[config.mk]
export PLATFORM = sky130hd
export DESIGN_NAME = bost_ctrl
export DESIGN_NICKNAME = d
export VERILOG_FILES = /design/src/design/bost_pkg.sv /design/src/design/bost_ctrl.sv
export SDC_FILE = /design/constraint.sdc
export NUM_CORES = 1
export LEC_CHECK = 0
export ABC_AREA = 1
export BUFFER_PORTS_ARGS = -buffer_cell sky130_fd_sc_hd__buf_2
export CORE_AREA = 3 3 40 42
export CTS_BUF_LIST = sky130_fd_sc_hd__clkbuf_8
export CTS_CLUSTER_DIAMETER = 200
export DETAILED_ROUTE_END_ITERATION = 10
export DIE_AREA = 0 0 43 45
export MAX_ROUTING_LAYER = met4
export PLACE_DENSITY_LB_ADDON = 0.08
export SYNTH_ARGS = -nofsm -noshare
export SYNTH_HDL_FRONTEND = slang
export SYNTH_SLANG_ARGS = --single-unit
[constraint.sdc]
create_clock -name clk -period 2.05 [get_ports clk]
set_clock_uncertainty 0.2 [all_clocks]
set_input_delay 0.41 -clock clk [delete_from_list [all_inputs] [get_ports clk]]
set_output_delay 0.41 -clock clk [all_outputs]
set_load 0.03 [all_outputs]
[src/design/bost_pkg.sv]
// ----------------------------------------------------------------------------
// bost_pkg: shared types and constants for the box overlap slot table
// Command and filter codes, stream field layout, and the command and status
// bundles that join the controller to the datapath.
// ----------------------------------------------------------------------------
package bost_pkg;

  // Default table size and coordinate width
  localparam int DEF_SLOTS      = 1024;
  localparam int DEF_COORD_BITS = 16;

  // Command codes (carried in the input tuser)
  localparam logic [2:0] OP_ADD     = 3'd0;
  localparam logic [2:0] OP_FIND    = 3'd1;
  localparam logic [2:0] OP_DESTROY = 3'd2;
  localparam logic [2:0] OP_SWEEP   = 3'd3;
  localparam logic [2:0] OP_MOVE    = 3'd4;

  // Find filter codes
  localparam logic [1:0] FLT_TAG   = 2'd0;
  localparam logic [1:0] FLT_ANY   = 2'd1;
  localparam logic [1:0] FLT_SOLID = 2'd2;
  localparam logic [1:0] FLT_KILL  = 2'd3;

  // Field widths fixed by the stream format
  localparam int FIELD_COORD_W = 16;
  localparam int FIELD_SLOT_W  = 10;
  localparam int CMD_W         = 3;

  // Input tdata layout, lowest bit first
  localparam int POS_X_LSB  = 0;
  localparam int POS_Y_LSB  = 16;
  localparam int SIZE_W_LSB = 32;
  localparam int SIZE_H_LSB = 48;
  localparam int TAG_LSB    = 64;
  localparam int MODE_LSB   = 72;
  localparam int SOLID_BIT  = 74;
  localparam int KILL_BIT   = 75;
  localparam int EXCL_V_BIT = 76;
  localparam int EXCL_LSB   = 77;
  localparam int TARGET_LSB = 87;
  localparam int IN_TDATA_W = 104;

  // Output tdata layout, lowest bit first
  localparam int FOUND_BIT  = 0;
  localparam int SLOT_LSB   = 1;
  localparam int FULL_BIT   = 11;
  localparam int OUT_TDATA_W = 16;

  // Commands from the controller to the datapath
  typedef struct packed {
    logic clear;    // clear both flag entries of one slot at the clear counter
    logic load;     // capture the accepted request
    logic exec;     // run a single-slot command and zero the result
    logic scan;     // step the table scan
    logic capture;  // end the scan and latch its result
    logic emit;     // move the latched result into the output register
  } bost_ctrl_t;

  // Status from the datapath to the controller
  typedef struct packed {
    logic scan_op;  // held command walks the table
    logic hit;      // slot under evaluation ends the scan
    logic last;     // slot under evaluation is the final one
    logic clr_done; // clearing pass writes its final entry
  } bost_stat_t;

endpackage

[src/design/bost_ctrl.sv]
// ----------------------------------------------------------------------------
// bost_ctrl: sequencer for the box overlap slot table
// Runs the clearing pass after reset, takes one request at a time, steps the
// table scan and hands finished results to the output register.
// ----------------------------------------------------------------------------
module bost_ctrl (
  input  logic               clk,
  input  logic               rst_n,
  input  logic               in_tvalid,
  output logic               in_tready,
  output logic               out_tvalid,
  input  logic               out_tready,
  input  bost_pkg::bost_stat_t stat,
  output bost_pkg::bost_ctrl_t ctrl
);
  import bost_pkg::*;

  typedef enum logic [2:0] {
    S_CLEAR,
    S_IDLE,
    S_EXEC,
    S_SCAN,
    S_DONE
  } state_t;

  state_t state_r, state_nxt;
  logic   out_valid_r, out_valid_nxt;

  // Decode commands and next state
  always_comb begin
    ctrl      = '0;
    state_nxt = state_r;
    in_tready = (state_r == S_IDLE);
    case (state_r)
      S_CLEAR: begin
        ctrl.clear = 1'b1;
        if (stat.clr_done) begin
          state_nxt = S_IDLE;
        end
      end
      S_IDLE: begin
        if (in_tvalid) begin
          ctrl.load = 1'b1;
          state_nxt = S_EXEC;
        end
      end
      S_EXEC: begin
        if (stat.scan_op) begin
          state_nxt = S_SCAN;
        end else begin
          ctrl.exec = 1'b1;
          state_nxt = S_DONE;
        end
      end
      S_SCAN: begin
        ctrl.scan = 1'b1;
        if (stat.hit || stat.last) begin
          ctrl.capture = 1'b1;
          state_nxt    = S_DONE;
        end
      end
      S_DONE: begin
        // Wait for the output register to free up
        if (!out_valid_r || out_tready) begin
          ctrl.emit = 1'b1;
          state_nxt = S_IDLE;
        end
      end
      default: begin
        state_nxt = S_IDLE;
      end
    endcase
  end

  // Hold the output valid until the result is taken
  always_comb begin
    if (ctrl.emit) begin
      out_valid_nxt = 1'b1;
    end else begin
      out_valid_nxt = out_valid_r && !out_tready;
    end
  end

  always_ff @(posedge clk) begin
    if (!rst_n) begin
      state_r     <= S_CLEAR;
      out_valid_r <= 1'b0;
    end else begin
      state_r     <= state_nxt;
      out_valid_r <= out_valid_nxt;
    end
  end

  assign out_tvalid = out_valid_r;

endmodule

==> run metrics, run 1 <==
library cells used by synthesis=17; pre-CTS setup slack=300.8 ps; RSZ-0062 raised after global routing=false; cells along the critical path=inv_2, nor2_2, inv_2, nor3_1, buf_2; Psw=0.4172 mW; root buffer cell=clkbuf_8; Worst EP arrival=1290 ps; Leakage=0.2474 nW; fraction of registers with async set or reset after synthesis=0%; WS Path Type=flop to output pin; Mapped Cells=between 50 and 60; area leader, netlist=dfxtp_1; setup TNS=0 ps; worst-margin pin slew=293.4 ps; Int Pwr=0.3898 mW; DRC=0; grt total ovfl=0; Clk pin slew, worst setup/hold paths=around 30 ps; final wirelength=743 µm; final hold viol count=0; Synth Area in Compound Gates=4.444%; Crit-path slowest cell=dfxtp_1; Starting Density=26.29%; Die H=45 µm; Peak VDD IR=around 0.6 mV; Synth warnings=0; EDFF count, synth=0; Synth top area share=23.70%; Setup-failing EPs final=0; count leader, synth=nor2_1; run status=finished, final reports clean; startpoint types=flop; row count=13; Crit Path Max Fanout=6; core area=0.001285 mm²; crit path from=state_r[1]; average vias per placed instance=4.329; Top cell by count, worst path=inv_2; max-cap viol count=0; die width=between 40 and 50 µm; Reg power frac=roughly 23%; syn_area_per_cell=roughly 6.4 µm²; Slew HR=80.42%; CTS sink cnt=4; Clock Latency Late Sink=between 200 and 250 ps; largest net degree at the start of global routing=10; post-synth net total=61; CP Capture Type=output pin; multi-input logic area=222.7 µm²; via count=368; Clk pwr share=around a fifth; Synth Area in Adders=0%; Final Wtd Congestion=about 0.75; Sw Ratio=51.70%; largest cells by area after synthesis=dfxtp_1, nor2_1, nor2_4, nand2_1, inv_1; Nets=80; post-CTS resize count=0; Data required, critical path=approximately 1400 ps; sequential share of the synthesized area=23.70%; vias in the first global route=322; Hold WC Path Type=primary input to flop; reg-to-reg critical path startpoint=state_r[0]; Tmin final=~1900 ps; Simple-Gate Fraction of Synth Area=59.63%; max incr delay on CP=460 ps; pwr dens=approximately 1700 mW/mm²; multiplexer share of the synthesized area=0%; fillers=155; TritonCTS clock tree=built; Seq cells post-synth=4; Initial DRC Count=4; mapped cell area=337.8 µm²; fmax=526.2 MHz; XOR/XNOR share of the synthesized area=0%; Bufs and invs on worst path=3; first-pass GRT wire length=1221 µm; Longest Clk Path Bufs=2; Slew Limit Fails=0; initial antenna violation count=0; Ports=16; cts hold-fix bufs=0; Avg WL per Cell=between 8 and 9 µm; Post-DP HPWL=619.2 µm; TritonCTS buffer count=3; DIE AREA=slightly below 0.002 mm²; Post-synth top cells=nor2_1, nand2_1, inv_1, dfxtp_1, nor3_1; source of the worst hold timing path=rst_n; largest family of logic cells by synthesized area=simple AND/OR/NAND/NOR gates; Synth Flop Type=dfxtp_1; Combinational Power Share=between 50% and 60%; Top Family by Delay on Critical Path=flip-flops; final worst slack=roughly 150 ps; post-route ant nets=0; Area growth, synth to finish=40.00%; DR pass1 iterations=3; register area=81.33 µm²; layout cell share with drive strength beyond 1=50.00%; Final period util=92.71%; PortBufs=15; H-tree Lvls=1; Setup Buffers After CTS=0; gr usage total=8.912%; # diodes=0
## cells in the final DEF, fill, tap and decap left out, drive strengths merged
cell type  synthesis  routed
a21oi              1       1
buf                1      15
clkbuf             0       3
dfxtp              4       4
inv                9       9
nand2             12      12
nand3              3       3
nor2              16      16
nor3               4       4
nor4               1       1
o21ai              2       2
## state kept, by name, indices dropped and copies added, names as in the netlist
register    count
out_tvalid      1
state_r         3
## metrics by stage
stage | hold slack [ps] | utilization, % | power, mW | std cells | instance area, µm²
after floorplan | 322.2 | - | 0.5564 | 53 | 344.1
after global placement | 424.3 | 33.50 | 0.6547 | 82 | 430.4
after detailed placement | 422.9 | 33.50 | 0.6520 | 82 | 430.4
after CTS | 250.9 | 36.71 | 0.8179 | 85 | 471.7
after global routing | 272.1 | 36.81 | 0.8845 | 85 | 473.0
final | 250.8 | 36.81 | 0.8070 | 85 | 473.0
## tightest hold or removal path, stage by stage
cell,delay [ps]
buf_2,120
inv_1,50
nor2_1,30
## metal layers
metal	vias up	wire, µm	global-route usage [%]
met3	0	77	4.781
met2	14	326	13.77
met4	0	0	1.807
met5	-	0	-
li1	199	-	-
met1	155	339	10.34
## final timing paths
kind,depth (start not counted),end,slack (ps)
worst min register to register,2,state_r[2],410
worst max register to register,7,state_r[1],660
worst max-delay path,5,ctrl[3],150
worst min-delay path,3,out_tvalid,250
## power by group through the flow
stage	logic, mW	clock network (mW)	registers, mW
2_1_floorplan	0.406	0	0.151
3_3_place_gp	0.472	0	0.183
3_5_place_dp	0.469	0	0.183
4_1_cts	0.470	0.165	0.182
5_1_grt	0.517	0.175	0.192
6_report	0.463	0.160	0.184
## logic make-up (layout without fill, tap and decap cells)
group | after synthesis | in the layout
compound gates | 3 | 3
buf+inv | 10 | 27
flops | 4 | 4
simple gates | 36 | 36
## cell type report
| class | instances | share of cell area, % |
|---|---|---|
| multi-input combinational | 39 | 47.09 |
| sequential | 4 | 17.20 |
| timing repair buffer | 15 | 15.87 |
| clock buffer | 3 | 8.730 |
| inverter | 9 | 7.143 |
| tap | 15 | 3.968 |
Power figures use the tool's default switching activity.
==> inputs of run 2 (changes only) <==
--- a/config.mk
+++ b/config.mk
@@ -6,6 +6,7 @@
 export NUM_CORES = 1
 export LEC_CHECK = 0
 export ABC_AREA = 1
+export ABC_CLOCK_PERIOD_IN_PS = 2400
 export BUFFER_PORTS_ARGS = -buffer_cell sky130_fd_sc_hd__buf_2
 export CORE_AREA = 3 3 40 42
 export CTS_BUF_LIST = sky130_fd_sc_hd__clkbuf_8
==> constraint.sdc (replaced) <==
create_clock -name clk -period 2.4 [get_ports clk]
set_clock_uncertainty 0.2 [all_clocks]
set_input_delay 0.48 -clock clk [delete_from_list [all_inputs] [get_ports clk]]
set_output_delay 0.48 -clock clk [all_outputs]
set_load 0.03 [all_outputs]
==> run 2 against run 1 <==
  * Hold slack better by 72 ps
  * Power down 16%
  * Register-to-register slack better by 250 ps
  * Critical path depth down 2
  * Sequential cell count unchanged
  * Via count up 1.6%
  * Cell area down 1.6%
  * Critical endpoint is now ctrl[0]
  * Largest power group unchanged
==> run metrics, run 2 (synthesized netlist as in run 1, its figures left out) <==
Die H=roughly 45 µm; # diodes=0; run status=finished, final reports clean; die width=43 µm; Area growth, synth to finish=37.78%; setup TNS=0 ps; fmax=484.9 MHz; final wirelength=around 730 µm; cts hold-fix bufs=0; DR pass1 iterations=3; Placed Cells=82; Slew Limit Fails=0; Cell Count, Final, Fillers Out=85; Sw Ratio=51.82%; Hold WC Path Type=primary input to flop; vias in the first global route=315; reg-to-reg critical path startpoint=state_r[2]; startpoint types=flop; DIE AREA=0.001935 mm²; via count=between 300 and 400; CP Capture Type=output pin; Top Family by Delay on Critical Path=flip-flops; PortBufs=15; Clock Latency Late Sink=210 ps; Data required, critical path=1720 ps; hold path depth=3; Clk pin slew, worst setup/hold paths=30 ps; first-pass GRT wire length=1179 µm; RSZ-0062 raised after global routing=false; register area=between 80 and 90 µm²; highest-count cells in the layout ignoring fill and taps=buf_2, nor2_1, nand2_1, inv_1; post-CTS resize count=0; row count=13; Top reg by flops=state_r; layout cell share with drive strength beyond 1=47.14%; max FFs per register=3; Bufs and invs on worst path=2; Setup Buffers After CTS=0; max-cap viol count=0; post-route ant nets=0; Levels on crit path=3; Reg power frac=22.5%; largest net degree at the start of global routing=10; Ports=16; gr usage total=8.569%; Crit-path slowest cell=dfxtp_1; Longest Clk Path Bufs=2; core area=approximately 0.0013 mm²; WS Path Type=flop to output pin; Nets=80; cells along the critical path=inv_1, nor4_1, buf_2; pre-CTS setup slack=roughly 560 ps; Final Wtd Congestion=between 0.7 and 0.8; average vias per placed instance=4.400; R2R depth=7; Post-DP HPWL=608.3 µm; pwr dens=between 1000 and 1500 mW/mm²; multi-input logic area=216.5 µm²; final worst slack=between 300 and 400 ps; Leakage=0.2461 nW; Initial DRC Count=5; Setup-failing EPs final=0; Combinational Power Share=a little under three fifths; fillers=156; TritonCTS buffer count=3; Slew HR=70.93%; DRC=0; Final period util=85.92%; worst-margin pin slew=approximately 440 ps; Clk pwr share=20.1%; H-tree Lvls=1; Int Pwr=0.3285 mW; root buffer cell=clkbuf_8; DP Area=around 420 µm²; most common cell after layout, fill and taps aside=buf_2; Final Cell Area=465.4 µm²; grt total ovfl=0; max incr delay on CP=580 ps; Tmin final=between 2000 and 2500 ps; Avg WL per Cell=8.588 µm; Peak VDD IR=about 0.53 mV; Crit Path Max Fanout=9; initial antenna violation count=0; CTS sink cnt=4; Final Core Density=around 36%; crit path from=state_r[2]; Psw=0.3534 mW; source of the worst hold timing path=rst_n; TritonCTS clock tree=built; Worst EP arrival=1380 ps; Starting Density=roughly a quarter; final hold viol count=0
==> run 2: cell counts in the layout (fill, tap and decap cells not counted) <==
No cell type changed its count.
==> run 2: worst paths after layout <==
check | endpoint | slack (ps)
setup / recovery | ctrl[0] | 340
hold / removal | out_tvalid | 320
setup reg to reg | state_r[2] | 910
hold reg to reg | out_tvalid | 400
==> run 2: power by group through the flow <==
stage | Combinational [mW] | Clock (mW) | Sequential [mW]
floorplan | 0.343 | 0 | 0.126
global placement | 0.399 | 0 | 0.154
detailed placement | 0.397 | 0 | 0.155
CTS | 0.398 | 0.141 | 0.154
global route | 0.436 | 0.148 | 0.160
finish | 0.391 | 0.137 | 0.154
==> run 2: final cells by class <==
class / count / area share [%]
Multi-Input combinational cell: 39 / 46.51
Clock buffer: 3 / 8.871
Tap cell: 15 / 4.032
Timing Repair Buffer: 15 / 16.13
Sequential cell: 4 / 17.20
Inverter: 9 / 7.258
==> run 2: routing by layer <==
layer / vias to the layer above / wire [µm] / track usage, %
li1: 200 / - / -
met4: 0 / 0 / 1.807
met2: 11 / 341 / 13.77
met5: - / 0 / -
met3: 0 / 64 / 3.984
met1: 163 / 324 / 9.856
==> run 2: worst reg2reg max path, stage by stage (launching register included) <==
cell and delay (ps):
dfxtp_1 580, inv_1 130, nand3_2 120, nand2_4 70, nor2_4 130, nand2_1 70, nand2_1 70, nor2_2 30
==> run 2: per-stage QoR <==
step | total power, mW | hold WS [ps]
after global routing | 0.7447 | 344.4
after CTS | 0.6930 | 322.2
final | 0.6819 | 323.0
after detailed placement | 0.5521 | 405.9
after global placement | 0.5527 | 413.0
after floorplan | 0.4691 | 363.2
